### src/rtl/hcbd_pkg.sv
package hcbd_pkg;

  // Default width of the chunk size and the data byte count.
  localparam int unsigned SizeBitsDef = 32;

  // Characters that steer the line parser.
  localparam logic [7:0] ChCr   = 8'h0D;
  localparam logic [7:0] ChLf   = 8'h0A;
  localparam logic [7:0] ChSemi = 8'h3B;
  localparam logic [7:0] ChSp   = 8'h20;
  localparam logic [7:0] ChHt   = 8'h09;

  // Decoder phase, one-hot.
  typedef enum logic [9:0] {
    PH_SIZE     = 10'b00_0000_0001,
    PH_SIZE_CR  = 10'b00_0000_0010,
    PH_DATA     = 10'b00_0000_0100,
    PH_END_CR   = 10'b00_0000_1000,
    PH_END_LF   = 10'b00_0001_0000,
    PH_TRAIL    = 10'b00_0010_0000,
    PH_TRAIL_CR = 10'b00_0100_0000,
    PH_DONE     = 10'b00_1000_0000,
    PH_ERR_SIZE = 10'b01_0000_0000,
    PH_ERR_END  = 10'b10_0000_0000
  } phase_e;

  // Status reported with every result word.
  typedef enum logic [1:0] {
    ST_BUSY     = 2'd0,
    ST_DONE     = 2'd1,
    ST_BAD_SIZE = 2'd2,
    ST_BAD_END  = 2'd3
  } status_e;

  // One result word.
  typedef struct packed {
    logic [7:0] out_byte;
    logic       out_valid;
    status_e    status;
  } hcbd_res_t;

endpackage

### src/rtl/hcbd_parser.sv
module hcbd_parser import hcbd_pkg::*; #(
  parameter int unsigned SIZE_BITS = SizeBitsDef
) (
  input  logic       clk_i,
  input  logic       rst_ni,
  input  logic       step_en_i,
  input  logic [7:0] data_byte_i,
  input  logic       body_start_i,
  output hcbd_res_t  res_o
);

  // Per-line parsing state of a size line.
  typedef struct packed {
    logic [SIZE_BITS-1:0] accum;
    logic                 digit_seen;
    logic                 hex_stopped;
    logic                 nonempty;
    logic                 overflow;
  } line_t;

  localparam logic [SIZE_BITS-1:0] One = {{(SIZE_BITS-1){1'b0}}, 1'b1};

  phase_e               phase_q, phase_d, phase_s;
  logic [SIZE_BITS-1:0] left_q, left_d, left_s, left_dec;
  line_t                line_q, line_d, line_s, line_cr;

  // Hex digit value; the top bit flags a character that is no digit.
  function automatic logic [4:0] hex_value(logic [7:0] c);
    logic [4:0] v;
    if (c >= 8'h30 && c <= 8'h39) begin
      v = {1'b0, c[3:0]};
    end else if ((c >= 8'h41 && c <= 8'h46) || (c >= 8'h61 && c <= 8'h66)) begin
      v = {1'b0, 4'(c[3:0] + 4'd9)};
    end else begin
      v = 5'b1_0000;
    end
    return v;
  endfunction

  function automatic logic is_space(logic [7:0] c);
    return (c == ChSp) || (c >= ChHt && c <= ChCr);
  endfunction

  // One character of a size line: accumulate digits until the first stop.
  function automatic line_t size_char(line_t l, logic [7:0] c);
    line_t      r;
    logic [4:0] d;
    r = l;
    r.nonempty = 1'b1;
    d = hex_value(c);
    if (!l.hex_stopped) begin
      if (!d[4]) begin
        r.digit_seen = 1'b1;
        if (l.accum[SIZE_BITS-1 -: 4] != 4'h0) begin
          r.overflow = 1'b1;
        end
        r.accum = {l.accum[SIZE_BITS-5:0], d[3:0]};
      end else if (c == ChSemi || l.digit_seen || !is_space(c)) begin
        r.hex_stopped = 1'b1;
      end
    end
    return r;
  endfunction

  // A new body restarts the decoder before its first byte is looked at.
  always_comb begin
    phase_s  = body_start_i ? PH_SIZE : phase_q;
    left_s   = body_start_i ? '0 : left_q;
    line_s   = body_start_i ? '0 : line_q;
    left_dec = left_s - One;
    line_cr  = size_char(line_s, ChCr);
  end

  // Next state and result for the current word.
  always_comb begin
    phase_d = phase_s;
    left_d  = left_s;
    line_d  = line_s;
    res_o.out_byte  = 8'h00;
    res_o.out_valid = 1'b0;
    unique case (phase_s)
      PH_SIZE: begin
        if (data_byte_i == ChCr) begin
          phase_d = PH_SIZE_CR;
        end else begin
          line_d = size_char(line_s, data_byte_i);
        end
      end
      PH_SIZE_CR: begin
        if (data_byte_i == ChLf) begin
          if (!line_s.nonempty) begin
            line_d  = '0;
            phase_d = PH_SIZE;
          end else if (!line_s.digit_seen || line_s.overflow) begin
            phase_d = PH_ERR_SIZE;
          end else if (line_s.accum == '0) begin
            line_d  = '0;
            phase_d = PH_TRAIL;
          end else begin
            left_d  = line_s.accum;
            line_d  = '0;
            phase_d = PH_DATA;
          end
        end else if (data_byte_i == ChCr) begin
          // A lone CR is an ordinary character; the new CR may start the line end.
          line_d = line_cr;
        end else begin
          line_d  = size_char(line_cr, data_byte_i);
          phase_d = PH_SIZE;
        end
      end
      PH_DATA: begin
        res_o.out_byte  = data_byte_i;
        res_o.out_valid = 1'b1;
        left_d          = left_dec;
        if (left_dec == '0) begin
          phase_d = PH_END_CR;
        end
      end
      PH_END_CR: begin
        phase_d = (data_byte_i == ChCr) ? PH_END_LF : PH_ERR_END;
      end
      PH_END_LF: begin
        if (data_byte_i == ChLf) begin
          line_d  = '0;
          phase_d = PH_SIZE;
        end else begin
          phase_d = PH_ERR_END;
        end
      end
      PH_TRAIL: begin
        if (data_byte_i == ChCr) begin
          phase_d = PH_TRAIL_CR;
        end else begin
          line_d.nonempty = 1'b1;
        end
      end
      PH_TRAIL_CR: begin
        if (data_byte_i == ChLf) begin
          if (!line_s.nonempty) begin
            phase_d = PH_DONE;
          end else begin
            line_d.nonempty = 1'b0;
            phase_d         = PH_TRAIL;
          end
        end else begin
          line_d.nonempty = 1'b1;
          if (data_byte_i != ChCr) begin
            phase_d = PH_TRAIL;
          end
        end
      end
      PH_DONE, PH_ERR_SIZE, PH_ERR_END: begin
      end
      default: begin
        phase_d = PH_ERR_END;
      end
    endcase

    // Status follows the phase that this word leaves behind.
    unique case (phase_d)
      PH_DONE:     res_o.status = ST_DONE;
      PH_ERR_SIZE: res_o.status = ST_BAD_SIZE;
      PH_ERR_END:  res_o.status = ST_BAD_END;
      default:     res_o.status = ST_BUSY;
    endcase
  end

  // Decoder state advances once per word handed over.
  always_ff @(posedge clk_i or negedge rst_ni) begin
    if (!rst_ni) begin
      phase_q <= PH_SIZE;
      left_q  <= '0;
      line_q  <= '0;
    end else if (step_en_i) begin
      phase_q <= phase_d;
      left_q  <= left_d;
      line_q  <= line_d;
    end
  end

  // The data count is never zero while data bytes are being passed.
  a_data_count: assert property (@(posedge clk_i) disable iff (!rst_ni)
    phase_q == PH_DATA |-> left_q != '0)
    else $error("data phase with zero bytes left");

  // Completion is sticky until a new body starts.
  a_done_sticky: assert property (@(posedge clk_i) disable iff (!rst_ni)
    step_en_i && !body_start_i && phase_q == PH_DONE |=> phase_q == PH_DONE)
    else $error("complete state left without a new body");

  // A bad chunk end is sticky as well.
  a_err_sticky: assert property (@(posedge clk_i) disable iff (!rst_ni)
    step_en_i && !body_start_i && phase_q == PH_ERR_END |=> phase_q == PH_ERR_END)
    else $error("chunk end error cleared without a new body");

  // Data only leaves the decoder in the data phase.
  a_data_phase: assert property (@(posedge clk_i) disable iff (!rst_ni)
    res_o.out_valid |-> phase_s == PH_DATA)
    else $error("data byte produced outside the data phase");

endmodule

### src/rtl/http_chunked_body_decoder.sv
// Chunked body decoder: one result word for every body byte taken in.
// Each accepted byte passes the input register and then the result register.
// Throughput: 1 byte per cycle while res_stall_i is low; the phase and count update
// of one byte is combinational between the input register and the result register.
// Reset: rst_ni is asynchronous, active low; it empties both registers and returns
// the decoder to waiting for a size line. No clearing pass is needed.
module http_chunked_body_decoder import hcbd_pkg::*; #(
  parameter int unsigned SIZE_BITS = SizeBitsDef
) (
  input  logic       clk_i,
  input  logic       rst_ni,
  input  logic       in_valid_i,
  output logic       in_stall_o,
  input  logic [7:0] data_byte_i,
  input  logic       body_start_i,
  output logic       res_valid_o,
  input  logic       res_stall_i,
  output logic [7:0] out_byte_o,
  output logic       out_valid_o,
  output logic [1:0] status_o
);

  logic       ivld_q, ivld_d;
  logic [7:0] ibyte_q;
  logic       istart_q;
  logic       ovld_q, ovld_d;
  logic       advance, in_take;
  hcbd_res_t  res_s, res_q;

  // A word moves on when the result register is free or being emptied.
  assign advance    = ivld_q && (!ovld_q || !res_stall_i);
  assign in_stall_o = ivld_q && !advance;
  assign in_take    = in_valid_i && !in_stall_o;

  always_comb begin
    ivld_d = in_take ? 1'b1 : (advance ? 1'b0 : ivld_q);
    ovld_d = advance ? 1'b1 : (ovld_q && !res_stall_i ? 1'b0 : ovld_q);
  end

  hcbd_parser #(
    .SIZE_BITS (SIZE_BITS)
  ) u_parser (
    .clk_i        (clk_i),
    .rst_ni       (rst_ni),
    .step_en_i    (advance),
    .data_byte_i  (ibyte_q),
    .body_start_i (istart_q),
    .res_o        (res_s)
  );

  // Valid flags of the input and result registers.
  always_ff @(posedge clk_i or negedge rst_ni) begin
    if (!rst_ni) begin
      ivld_q <= 1'b0;
      ovld_q <= 1'b0;
    end else begin
      ivld_q <= ivld_d;
      ovld_q <= ovld_d;
    end
  end

  // Payload of the input and result registers.
  always_ff @(posedge clk_i) begin
    if (in_take) begin
      ibyte_q  <= data_byte_i;
      istart_q <= body_start_i;
    end
    if (advance) begin
      res_q <= res_s;
    end
  end

  assign res_valid_o = ovld_q;
  assign out_byte_o  = res_q.out_byte;
  assign out_valid_o = res_q.out_valid;
  assign status_o    = res_q.status;

  // A held input word must be stalled whenever the output is blocked.
  a_hold_in: assert property (@(posedge clk_i) disable iff (!rst_ni)
    ivld_q && ovld_q && res_stall_i |-> in_stall_o)
    else $error("input not stalled while result is blocked");

  // A data byte is never reported together with an end status.
  a_data_busy: assert property (@(posedge clk_i) disable iff (!rst_ni)
    res_valid_o && out_valid_o |-> status_o == ST_BUSY)
    else $error("data byte carries an end status");

  // Non-data words carry a zero byte.
  a_zero_byte: assert property (@(posedge clk_i) disable iff (!rst_ni)
    res_valid_o && !out_valid_o |-> out_byte_o == 8'h00)
    else $error("non-data word has a nonzero byte");

endmodule
### config.mk
export PLATFORM = sky130hd
export DESIGN_NAME = http_chunked_body_decoder
export DESIGN_NICKNAME = d
export VERILOG_FILES = /design/src/rtl/hcbd_pkg.sv /design/src/rtl/hcbd_parser.sv /design/src/rtl/http_chunked_body_decoder.sv
export SDC_FILE = /design/constraint.sdc
export NUM_CORES = 1
export LEC_CHECK = 0
export ABC_CLOCK_PERIOD_IN_PS = 4000
export BUFFER_PORTS_ARGS = -buffer_cell sky130_fd_sc_hd__buf_2
export CORE_AREA = 2 2 147 149
export CTS_BUF_LIST = sky130_fd_sc_hd__clkbuf_8 sky130_fd_sc_hd__clkbuf_16
export DETAILED_ROUTE_END_ITERATION = 16
export DIE_AREA = 0 0 149 151
export MAX_ROUTING_LAYER = met4
export PLACE_DENSITY_LB_ADDON = 0.05
export RECOVER_POWER = 100
export SYNTH_ARGS = -nofsm -noshare
export SYNTH_HDL_FRONTEND = slang
export SYNTH_HIERARCHICAL = 1
export SYNTH_SLANG_ARGS = --single-unit
### constraint.sdc
create_clock -name clk_i -period 4 [get_ports clk_i]
set_clock_uncertainty 0.05 [all_clocks]
set_input_delay 0.2 -clock clk_i [delete_from_list [all_inputs] [get_ports clk_i]]
set_output_delay 0.2 -clock clk_i [all_outputs]
set_load 0.03 [all_outputs]
# == Word level (Yosys, flattened, before mapping) ==
# Index checks and enable logic that the tools add are counted.
# W data, S select, Z words.
# totals
ff_bits,100
word_cells,132
# op_classes
muxes,61
eq_ne,18
n_lt_le_gt_ge,8
n_reduce_logical,29
addsub,2
# ops
cell,n
$mux W36,7
$mux W32,5
$mux W10,12
$pmux W34 S3,1
$pmux W10 S8,1
$mux W34,2
$mux W33,2
$logic_not A32 Y1,2
$pmux W32 S2,1
$sub A32 B1 Y32 const B,1
$mux W5,6
$eq A10 B10 Y1 const B,2
$eq A10 B8 Y1 const B,2
$eq A10 B9 Y1 const B,2
$mux W1,19
$eq A8 B4 Y1 const B,2
$eq A8 B6 Y1 const B,2
$ge A8 B7 Y1 const B,2
$le A8 B7 Y1 const B,2
$eq A10 B1 Y1 const B,1
$eq A10 B2 Y1 const B,1
$eq A10 B3 Y1 const B,1
$eq A10 B4 Y1 const B,1
$eq A10 B5 Y1 const B,1
other kinds (19),40

# == Depth between registers and ports, before layout ==
# Gate-level depths: netlist of the first run.
# depth
ltp_word,13
ltp_mapped,16
depth_no_buf,11

# == Hierarchy ==
# The synthesis of the first run kept the hierarchy.
# by_module_without_submodules
mod,n_inst,area_each_um2,seq_area_each_um2,cells_per_inst
hcbd_parser,1,5526.6,1953.1,667
http_chunked_body_decoder,1,693.2,650.6,28

# == Worst setup path after synthesis of the first run ==
# Ideal clock, no wire load.
# synth_timing
path_type,register to register
startpoint,register istart_q
endpoint,register u_parser.phase_q[6]
n_path_buf,5
path_stages_with_launch,17
synth_period_minus_slack_ps,3932
slack_ps,68
arrival_time_ps,3750
path_cell_list,edfxtp_1 > clkbuf_1 > clkbuf_1 > inv_1 > clkbuf_1 > clkbuf_1 > nand2_1 > ha_1 > or3b_1 > or3_1 > buf_2 > o31a_1 > o31a_1 > nor4_2 > nand4_1 > a21oi_1 > o22ai_1
# synth_via
elab_chain_len,5
# synth_rtl
element,line,text
"start, declared",http_chunked_body_decoder.sv:25,logic istart_q;
"start signal, assigned",http_chunked_body_decoder.sv:66,istart_q <= body_start_i;
$mux W32,hcbd_parser.sv:68,left_s = body_start_i ? '0 : left_q;
$sub A32 B1 Y32,hcbd_parser.sv:70,left_dec = left_s - One;
$logic_not A32 Y1,hcbd_parser.sv:116,if (left_dec == '0) begin
$mux W10,hcbd_parser.sv:116,
$pmux W10 S8 *,hcbd_parser.sv:81,unique case (phase_s)
"end signal, assigned",hcbd_parser.sv:176,phase_q <= phase_d;
"end, declared",hcbd_parser.sv:23,"phase_e phase_q, phase_d, phase_s;"
# Every way passes the cells marked *; elsewhere a longest branch is shown, timed or not.
# A chain may end at the register's enable or synchronous reset.

# == Worst setup path in the final report of the first run ==
# layout_timing
startpoint,register u_parser.phase_q[5]
endpoint,register u_parser.left_q[13]
# layout_via
elab_chain_len,3
# layout_rtl
element,line,text
$mux W10 *,hcbd_parser.sv:67,phase_s = body_start_i ? PH_SIZE : phase_q;
$eq A10 B3 Y1 / $eq A10 B2 Y1 (equally long branches),hcbd_parser.sv:81,
$pmux W32 S2 *,hcbd_parser.sv:81,
"end signal, assigned",hcbd_parser.sv:177,left_q <= left_d;
"end, declared",hcbd_parser.sv:24,"logic [SIZE_BITS-1:0] left_q, left_d, left_s, left_dec;"
# Marks and branches as above.

==> results.yml, run 1 <==
critical_path:
  cp_max_fo: 13
  arrival_ns: 3.75
  ff2ff_setup_slack_ns: 0.42
  endpoint_kind: "flop"
  r2r_start: "u_parser/phase_q[5]$_DFFE_PN0P_"
  ff2ff_path_depth: 8
  crit_type: "reg -> reg"
  r2r-end: "u_parser/left_q[13]$_DFFE_PN0P_"
  crit_path_start_kind: "flop"
  cp.required_ns: 4.18
min_path:
  hold_depth: 2
  hold_path_end: "res_valid_o$_DFFE_PN0P_"
  hp-start: "res_stall_i"
  hold_class: "in -> reg"
pwr:
  p_per_area_nw_per_um2: 484
  p_leak_nw: 2.76
  ir_worst_vdd_mv: 0.235
  totalPowerFinal_w: 0.00338
synth:
  synth_edf_count: 20
  seq_area_frac_synth_pct: 41.9
  yosysTopAreaCell: "dfrtp_1"
  synth_most_common_cell: "dfrtp_1"
  synth_warnings: 6
  synth.distinct_cells: 73
  synth-main-ff-cell: "dfrtp_1"
  syn_area_um2: 6220
  synth_seq_cells: 100
  synth_top_area_share_pct: 31.8
  synthTopCellsByArea: "dfrtp_1 32%, edfxtp_1 9.7%, a22o_1 5.5%"
  async_flop_share_pct: 80.0
  postSynthAreaPerCell_um2: 8.95
  synth_common_cells: "79 x dfrtp_1, 52 x nand2_1, 44 x nor2_1"
  syn_inst: 695
  synth_nets: 714
placement:
  place_ws_ns: 0.628
  dp_cells: 965
  gp_congestion: 0.877
  dpl_cell_area_um2: 6660
  dp_hpwl_um: 14400
  port_buffers: 25
clock_network:
  cts_sinks: 100
  h-tree-depth: 3
  cts_root_buf: "clkbuf_16"
  clock_path_buffers: 2
  cts_tree: "built"
  clk_pin_slew_ns: 0.08
  cts_made_buffers: 9
  clock_latency_ns: 0.36
  cts_setup_buffers: 0
floorplanning:
  dieHeight_um: 151
  core_area_um2: 20800
  fp.dieW_um: 149
  start_util_pct: 29.9
  io_pins: 26
  rows: 53
  die_area_um2: 22500
route:
  drt_wl_total_um: 20600
  routed_via_density: 5.77
  first_pass_iters: 5
  drcViolationCount: 0
  ant_nets: 0
  wl_per_cell_um: 20.8
  drtIter0Drc: 472
  num_vias: 5716
global_routing:
  grt_max_degree: 57
  grt_pass1_wl_um: 33100
  track_usage_pct: 19.7
  antenna_found_initial: 0
  grt_pass1_vias: 5545
  gr-total-overflow: 0
outcome:
  status: "finished with violations"
  violations: "max-capacitance violations, max-slew violations"
timing:
  rsz0062_at_grt: "false"
  tns_ns: 0
  drv_slew: 97
  final.period_utilization_pct: 89.4
  finalSetupViolCount: 0
  fmax_mhz: 280
  relSlewSlack_pct: -71.8
  period_minus_slack_ns: 3.58
  fin_ws_ns: 0.425
  worst_pin_slew_ns: 2.58
  finalHoldViolations: 0
final_layout:
  layout.cells.non_filler: 991
  antenna_cells: 0
  drive_gt1_share_pct: 9.64
  nets: 730
  final_cell_area_um2: 6990
  synthToLayoutAreaGrowth_pct: 12.4
run:
  max-cap-violations: 2
## worst max-delay path, stage by stage, from the launching register on
cell and delay (ns):
dfrtp_1 0.45, nor4_1 0.71, o21ai_0 0.27, or4b_2 0.73, inv_2 0.26, buf_4 0.24
o31ai_1 0.11, clkbuf_2 0.31, a22o_1 0.30
## cells by family after synthesis
| logic type | share of synthesized area (%) |
|---|---|
| flops | 41.9 |
| fa+ha+maj | 1.21 |
| xor+xnor | 2.25 |
| mux | 1.05 |
| simple gates | 21.3 |
| compound gates | 26.7 |
| buf+inv | 5.59 |
## sequential cells by signal, summed over array words and instances, names as in the netlist
signal            flops
istart_q              1
res_valid_o           1
ibyte_q               8
out_byte_o            8
u_parser/line_q      36
u_parser/phase_q     10
ivld_q                1
status_o              2
u_parser/left_q      32
out_valid_o           1
## cell usage in the layout, fill, tap and decap left out, types with 10 or more instances in the layout
| master | netlist | routed |
|---|---|---|
| a21oi_1 | 26 | 26 |
| a22o_1 | 39 | 39 |
| a22oi_1 | 24 | 24 |
| buf_2 | 8 | 10 |
| buf_4 | 1 | 18 |
| clkbuf_1 | 43 | 17 |
| dfrtp_1 | 79 | 79 |
| dlygate4sd3_1 | 0 | 10 |
| edfxtp_1 | 20 | 20 |
| inv_1 | 33 | 33 |
| nand2_1 | 52 | 52 |
| nand3_1 | 20 | 21 |
| nor2_1 | 44 | 44 |
| nor3_1 | 19 | 19 |
| nor3b_1 | 10 | 10 |
| nor4_1 | 23 | 24 |
| o21ai_0 | 38 | 39 |
| o22ai_1 | 40 | 40 |
## routing by layer
metal,GRT usage [%],share of wire [%],vias to the layer above
met4,4.19,1.3,0
li1,-,-,2680
met5,-,0,-
met2,31.2,47,177
met1,26.5,46,2844
met3,3.58,5.6,15
## area by class of cell
class / count / area, um2
fillers: 2212 / 13800
multi-input cells: 508 / 3260
flip-flops and latches: 100 / 2600
repair buffers: 58 / 364
well taps: 275 / 344
clock buffers: 9 / 225
inverters: 34 / 128
clock inverters: 7 / 65.1
## stage by stage
stage                     hold WS [ns]  utilization (%)
after global routing            0.0554             33.6
after CTS                       0.0155             33.9
final                           0.0572             33.6
after detailed placement         0.283             32.0
after global placement           0.282             32.0
after floorplan                 -0.146                -
## worst max-delay path by stage
stage,startpoint,end,cells after the start
global route,istart_q$_DFFE_PP_,u_parser/phase_q[6]$_DFFE_PN0P_,11
CTS,istart_q$_DFFE_PP_,u_parser/phase_q[6]$_DFFE_PN0P_,11
detailed placement,istart_q$_DFFE_PP_,u_parser/phase_q[6]$_DFFE_PN0P_,11
finish,u_parser/phase_q[5]$_DFFE_PN0P_,u_parser/left_q[13]$_DFFE_PN0P_,8
global placement,istart_q$_DFFE_PP_,u_parser/phase_q[2]$_DFFE_PN0P_,11
floorplan,istart_q$_DFFE_PP_,u_parser/phase_q[6]$_DFFE_PN0P_,16
## report_power, final
group,leakage (nW),internal [W],switching (W)
sequential,1.26,0.00119,0.000199
clock,0.146,0.000441,0.000447
combinational,1.35,0.000432,0.000675
total,2.76,0.00206,0.00132
## repair_timing
action,4_1_cts,5_1_grt
endpoints found under the hold margin,64,0
resized for setup,0,0
hold buffers,10,0
No activity file was read; power rests on OpenSTA's default activity.
==> inputs of run 2 (changes only) <==
- RECOVER_POWER: 100 -> 50
==> results.yml, run 2 (synthesized netlist as in run 1, its figures left out) <==
placement:
  port_buffers: 25
  dpl_cell_area_um2: 6660
  gp_congestion: 0.877
  dp_hpwl_um: 14400
  dp_cells: 965
timing:
  final.period_utilization_pct: 85.2
  worst_pin_slew_ns: 1.50
  period_minus_slack_ns: 3.41
  fmax_mhz: 293
  tns_ns: 0
  finalSetupViolCount: 0
  drv_slew: 25
  finalHoldViolations: 0
  relSlewSlack_pct: -0.330
  whs_ns: 0.0580
  rsz0062_at_grt: "false"
critical_path:
  arrival_ns: 3.58
  cp_max_fo: 9
  critPathBufInv: 1
  crit_family: "simple AND/OR/NAND/NOR gates"
  slowest_delay_ns: 0.50
  crit_type: "reg -> reg"
  slowest_stage: "or3_1"
  cp.required_ns: 4.17
  crit_path_cell_trace: "inv_1 > nand2_1 > ha_1 > or3b_1 > or3_1 > o311ai_1 > nand3_1 > nor4_1 > nand4_1 > a21oi_1 > o22ai_1"
  endpoint_kind: "flop"
  crit_path_start_kind: "flop"
clock_network:
  cts_tree: "built"
  clk_pin_slew_ns: 0.08
  ctsHoldBuffers: 10
  cts_root_buf: "clkbuf_16"
  clock_path_buffers: 2
  cts_resized: 0
  clock_latency_ns: 0.35
  cts_setup_buffers: 0
  h-tree-depth: 3
  cts_made_buffers: 9
  cts_sinks: 100
outcome:
  violations: "max-capacitance violations, max-slew violations"
  status: "finished with violations"
global_routing:
  grtUsageMet1_pct: 26.5
  grtUsageMet3_pct: 3.58
  gr-total-overflow: 0
  track_usage_pct: 19.7
  antenna_found_initial: 0
  grt_busiest_layer: "met2"
  grt_max_degree: 57
  grt_pass1_vias: 5545
  grt_pass1_wl_um: 33100
  grt_use_met2_pct: 31.2
route:
  num_vias: 5743
  drcViolationCount: 0
  drtIter0Drc: 513
  drt_wl_total_um: 20700
  first_pass_iters: 5
  ant_nets: 0
  wl_per_cell_um: 20.9
  routed_via_density: 5.80
final_layout:
  final_cell_area_um2: 7030
  drive_gt1_share_pct: 10.2
  synthToLayoutAreaGrowth_pct: 13.0
  top_register: "u_parser/line_q"
  largest_reg_flops: 36
  nets: 730
  layout_commonest_cell: "dfrtp_1"
  final_cell_mix: "79 x dfrtp_1, 52 x nand2_1, 44 x nor2_1"
  antenna_cells: 0
  layout.cells.non_filler: 991
  reg_top3: "u_parser/line_q: 36 flops, u_parser/left_q: 32 flops, u_parser/phase_q: 10 flops"
floorplanning:
  start_util_pct: 29.9
  rows: 53
  die_area_um2: 22500
  dieHeight_um: 151
  core_area_um2: 20800
  fp.dieW_um: 149
  io_pins: 26
min_path:
  hold_class: "in -> reg"
pwr:
  p_leak_nw: 2.78
  ir_worst_vdd_mv: 0.235
  totalPowerFinal_w: 0.00339
  p_per_area_nw_per_um2: 482
run:
  max-cap-violations: 1
## run 2: changes by cell type in the layout (fill, tap and decap cells not counted), sizes merged
cell | before | now
buf | 28 | 32
clkbuf | 29 | 25
## run 2: layout make-up
class	instances	area [um2]
well taps	275	344
fillers	2204	13800
flip-flops and latches	100	2600
repair buffers	58	377
clock buffers	9	225
inverters	34	128
multi-input cells	508	3280
clock inverters	7	65.1
## run 2: routing by layer
| metal | part of all wire [%] | wire (um) | vias to the layer above |
|---|---|---|---|
| li1 | - | - | 2684 |
| met1 | 47 | 9650 | 2875 |
| met2 | 47 | 9760 | 170 |
| met3 | 5.0 | 1030 | 14 |
| met4 | 1.2 | 247 | 0 |
| met5 | 0 | 0 | - |
## run 2: path summary, 6_finish.rpt
kind / startpoint / end / slack (ns) / cells after the start
hold / removal: res_stall_i / res_valid_o$_DFFE_PN0P_ / 0.06 / 2
hold reg to reg: ivld_q$_DFFE_PN0P_ / res_valid_o$_DFFE_PN0P_ / 0.45 / 1
setup reg to reg: istart_q$_DFFE_PP_ / u_parser/phase_q[6]$_DFFE_PN0P_ / 0.59 / 11
max in group asynchronous: rst_ni / u_parser/line_q[29]$_DFFE_PN0P_ / 1.15 / 3
setup / recovery: istart_q$_DFFE_PP_ / u_parser/phase_q[6]$_DFFE_PN0P_ / 0.59 / 11
min in group asynchronous: rst_ni / u_parser/left_q[7]$_DFFE_PN0P_ / 0.69 / 2
## run 2: metrics by stage
| step | utilization, % | setup WS (ns) |
|---|---|---|
| 2_1_floorplan | - | 0.0676 |
| 3_3_place_gp | 32.0 | 0.752 |
| 3_5_place_dp | 32.0 | 0.628 |
| 4_1_cts | 33.9 | 0.621 |
| 5_1_grt | 33.7 | 0.366 |
| 6_report | 33.7 | 0.592 |
## run 2: power breakdown
| part | switching, W | total, W | internal [W] |
|---|---|---|---|
| Sequential | 0.000200 | 0.00139 | 0.00119 |
| Clock | 0.000447 | 0.000888 | 0.000441 |
| Combinational | 0.000677 | 0.00111 | 0.000435 |
| Total | 0.00132 | 0.00339 | 0.00206 |
==> inputs of run 3 (changes only) <==
- BUFFER_PORTS_ARGS: -buffer_cell sky130_fd_sc_hd__buf_2 -> unset
- DONT_BUFFER_PORTS: unset -> 1
- RECOVER_POWER: 50 -> 25
==> results.yml, run 3 (synthesized netlist as in run 1, its figures left out) <==
timing:
  whs_ns: 0.265
  fmax_mhz: 302
  finalHoldViolations: 0
  rsz0062_at_grt: "false"
  final.period_utilization_pct: 82.9
  fin_ws_ns: 0.686
  worst_pin_slew_ns: 2.17
  period_minus_slack_ns: 3.31
  tns_ns: 0
  finalSetupViolCount: 0
  drv_slew: 81
  relSlewSlack_pct: -44.7
clock_network:
  clock_latency_ns: 0.36
  ctsHoldBuffers: 14
  cts_tree: "built"
  cts_root_buf: "clkbuf_16"
  h-tree-depth: 3
  cts_sinks: 100
  cts_made_buffers: 9
  cts_setup_buffers: 0
  clock_path_buffers: 2
  cts_resized: 0
  clk_pin_slew_ns: 0.08
pwr:
  p_per_area_nw_per_um2: 488
  power.internal_w: 0.00207
  p_sw_w: 0.00134
  p_comb_share_pct: 31.5
  clockPowerShare_pct: 27.2
  p_leak_nw: 2.75
  seqPwrFrac_pct: 41.3
  ir_worst_vdd_mv: 0.230
  p_sw_share_pct: 39.3
critical_path:
  r2r-end: "u_parser/phase_q[6]$_DFFE_PN0P_"
  critPathMostFrequentCell: "nand4_1"
  ff2ff_path_depth: 10
  arrival_ns: 3.50
  crit_path_start_kind: "flop"
  endpoint_kind: "flop"
  slowest_stage: "a2111oi_0"
  r2r_start: "u_parser/left_q[0]$_DFFE_PN0P_"
  cp.required_ns: 4.19
  ff2ff_setup_slack_ns: 0.69
  crit_type: "reg -> reg"
  cp_max_fo: 6
  crit_path_cell_trace: "nand2_1 > ha_1 > or3b_1 > o31a_1 > a2111oi_0 > nand4_1 > nor4_1 > nand4_1 > a21oi_1 > o22ai_1"
  slowest_delay_ns: 0.61
global_routing:
  grt_pass1_vias: 5567
  track_usage_pct: 19.9
  antenna_found_initial: 0
  grt_max_degree: 81
  grt_pass1_wl_um: 33200
  gr-total-overflow: 0
final_layout:
  fillCellCount: 2194
  largest_reg_flops: 36
  reg_top3: "u_parser/line_q: 36 flops, u_parser/left_q: 32 flops, u_parser/phase_q: 10 flops"
  seq_area_um2: 2600
  layout_commonest_cell: "dfrtp_1"
  antenna_cells: 0
  multiInputGateArea_um2: 3290
  final_cell_mix: "79 x dfrtp_1, 52 x nand2_1, 44 x nor2_1"
  top_register: "u_parser/line_q"
  nets: 710
  synthToLayoutAreaGrowth_pct: 12.5
  drive_gt1_share_pct: 9.48
floorplanning:
  rows: 53
  dieHeight_um: 151
  io_pins: 26
  fp.dieW_um: 149
  die_area_um2: 22500
  core_area_um2: 20800
  start_util_pct: 29.9
route:
  first_pass_iters: 5
  drt_wl_total_um: 21000
  wl_met1_um: 9670
  wl_per_cell_um: 21.6
  routed_via_density: 5.81
  ant_nets: 0
  num_vias: 5637
  wl_met2_um: 10100
  drcViolationCount: 0
  top_layer: "met4"
  wl_met3_um: 1020
  drtIter0Drc: 447
placement:
  port_buffers: 0
  place_ws_ns: 0.709
  gp_congestion: 0.867
  dp_hpwl_um: 14600
outcome:
  violations: "max-capacitance violations, max-slew violations"
  status: "finished with violations"
run:
  max-cap-violations: 1
min_path:
  hold_depth: 1
  hp-start: "in_valid_i"
  hold_path_end: "ibyte_q[3]$_DFFE_PP_"
  hold_class: "in -> reg"
==> run 3: worst max-delay path: cells and delay by family, from the launching register on <==
family / cells / cell delay (ns)
compound gates: 4 / 1.23
flops: 1 / 0.44
fa+ha+maj: 1 / 0.16
simple gates: 5 / 1.32
==> run 3: layout make-up <==
type | count | area share (%)
Timing Repair Buffer | 38 | 4.51
Clock inverter | 7 | 1.34
Tap cell | 275 | 4.92
Sequential cell | 100 | 37.2
Clock buffer | 9 | 3.22
Multi-Input combinational cell | 508 | 47.0
Inverter | 34 | 1.82
==> run 3: layer usage <==
metal  up-vias  global-route usage (%)
met1      2821                    26.5
met2       172                    32.1
met4         0                    3.86
met5         -                       -
met3        15                    3.34
li1       2629                       -
==> run 3: worst max path at each step <==
stage	from	to	slack, ns
finish	u_parser/left_q[0]$_DFFE_PN0P_	u_parser/phase_q[6]$_DFFE_PN0P_	0.69
detailed placement	u_parser/left_q[0]$_DFFE_PN0P_	u_parser/phase_q[6]$_DFFE_PN0P_	0.71
CTS	u_parser/left_q[0]$_DFFE_PN0P_	u_parser/phase_q[6]$_DFFE_PN0P_	0.69
global route	u_parser/left_q[1]$_DFFE_PN0P_	u_parser/phase_q[6]$_DFFE_PN0P_	0.47
global placement	u_parser/left_q[0]$_DFFE_PN0P_	u_parser/phase_q[6]$_DFFE_PN0P_	0.79
floorplan	istart_q$_DFFE_PP_	u_parser/phase_q[6]$_DFFE_PN0P_	0.07
==> run 3: power by group through the flow <==
stage | clock (W) | combinational (W) | sequential, W
after floorplan | 0 | 0.000805 | 0.00134
after global placement | 0 | 0.00105 | 0.00143
after detailed placement | 0 | 0.00104 | 0.00143
after CTS | 0.000967 | 0.00108 | 0.00141
after global routing | 0.00101 | 0.00120 | 0.00144
final | 0.000928 | 0.00108 | 0.00141
==> run 3: through the flow <==
step                util [%]  area [um2]  total power [W]  cells
floorplan                  -        6220          0.00214    695
global placement        31.4        6540          0.00247    941
detailed placement      31.4        6540          0.00247    941
CTS                     33.7        7020          0.00346    971
global route            33.6        7000          0.00364    971
finish                  33.6        7000          0.00341    971
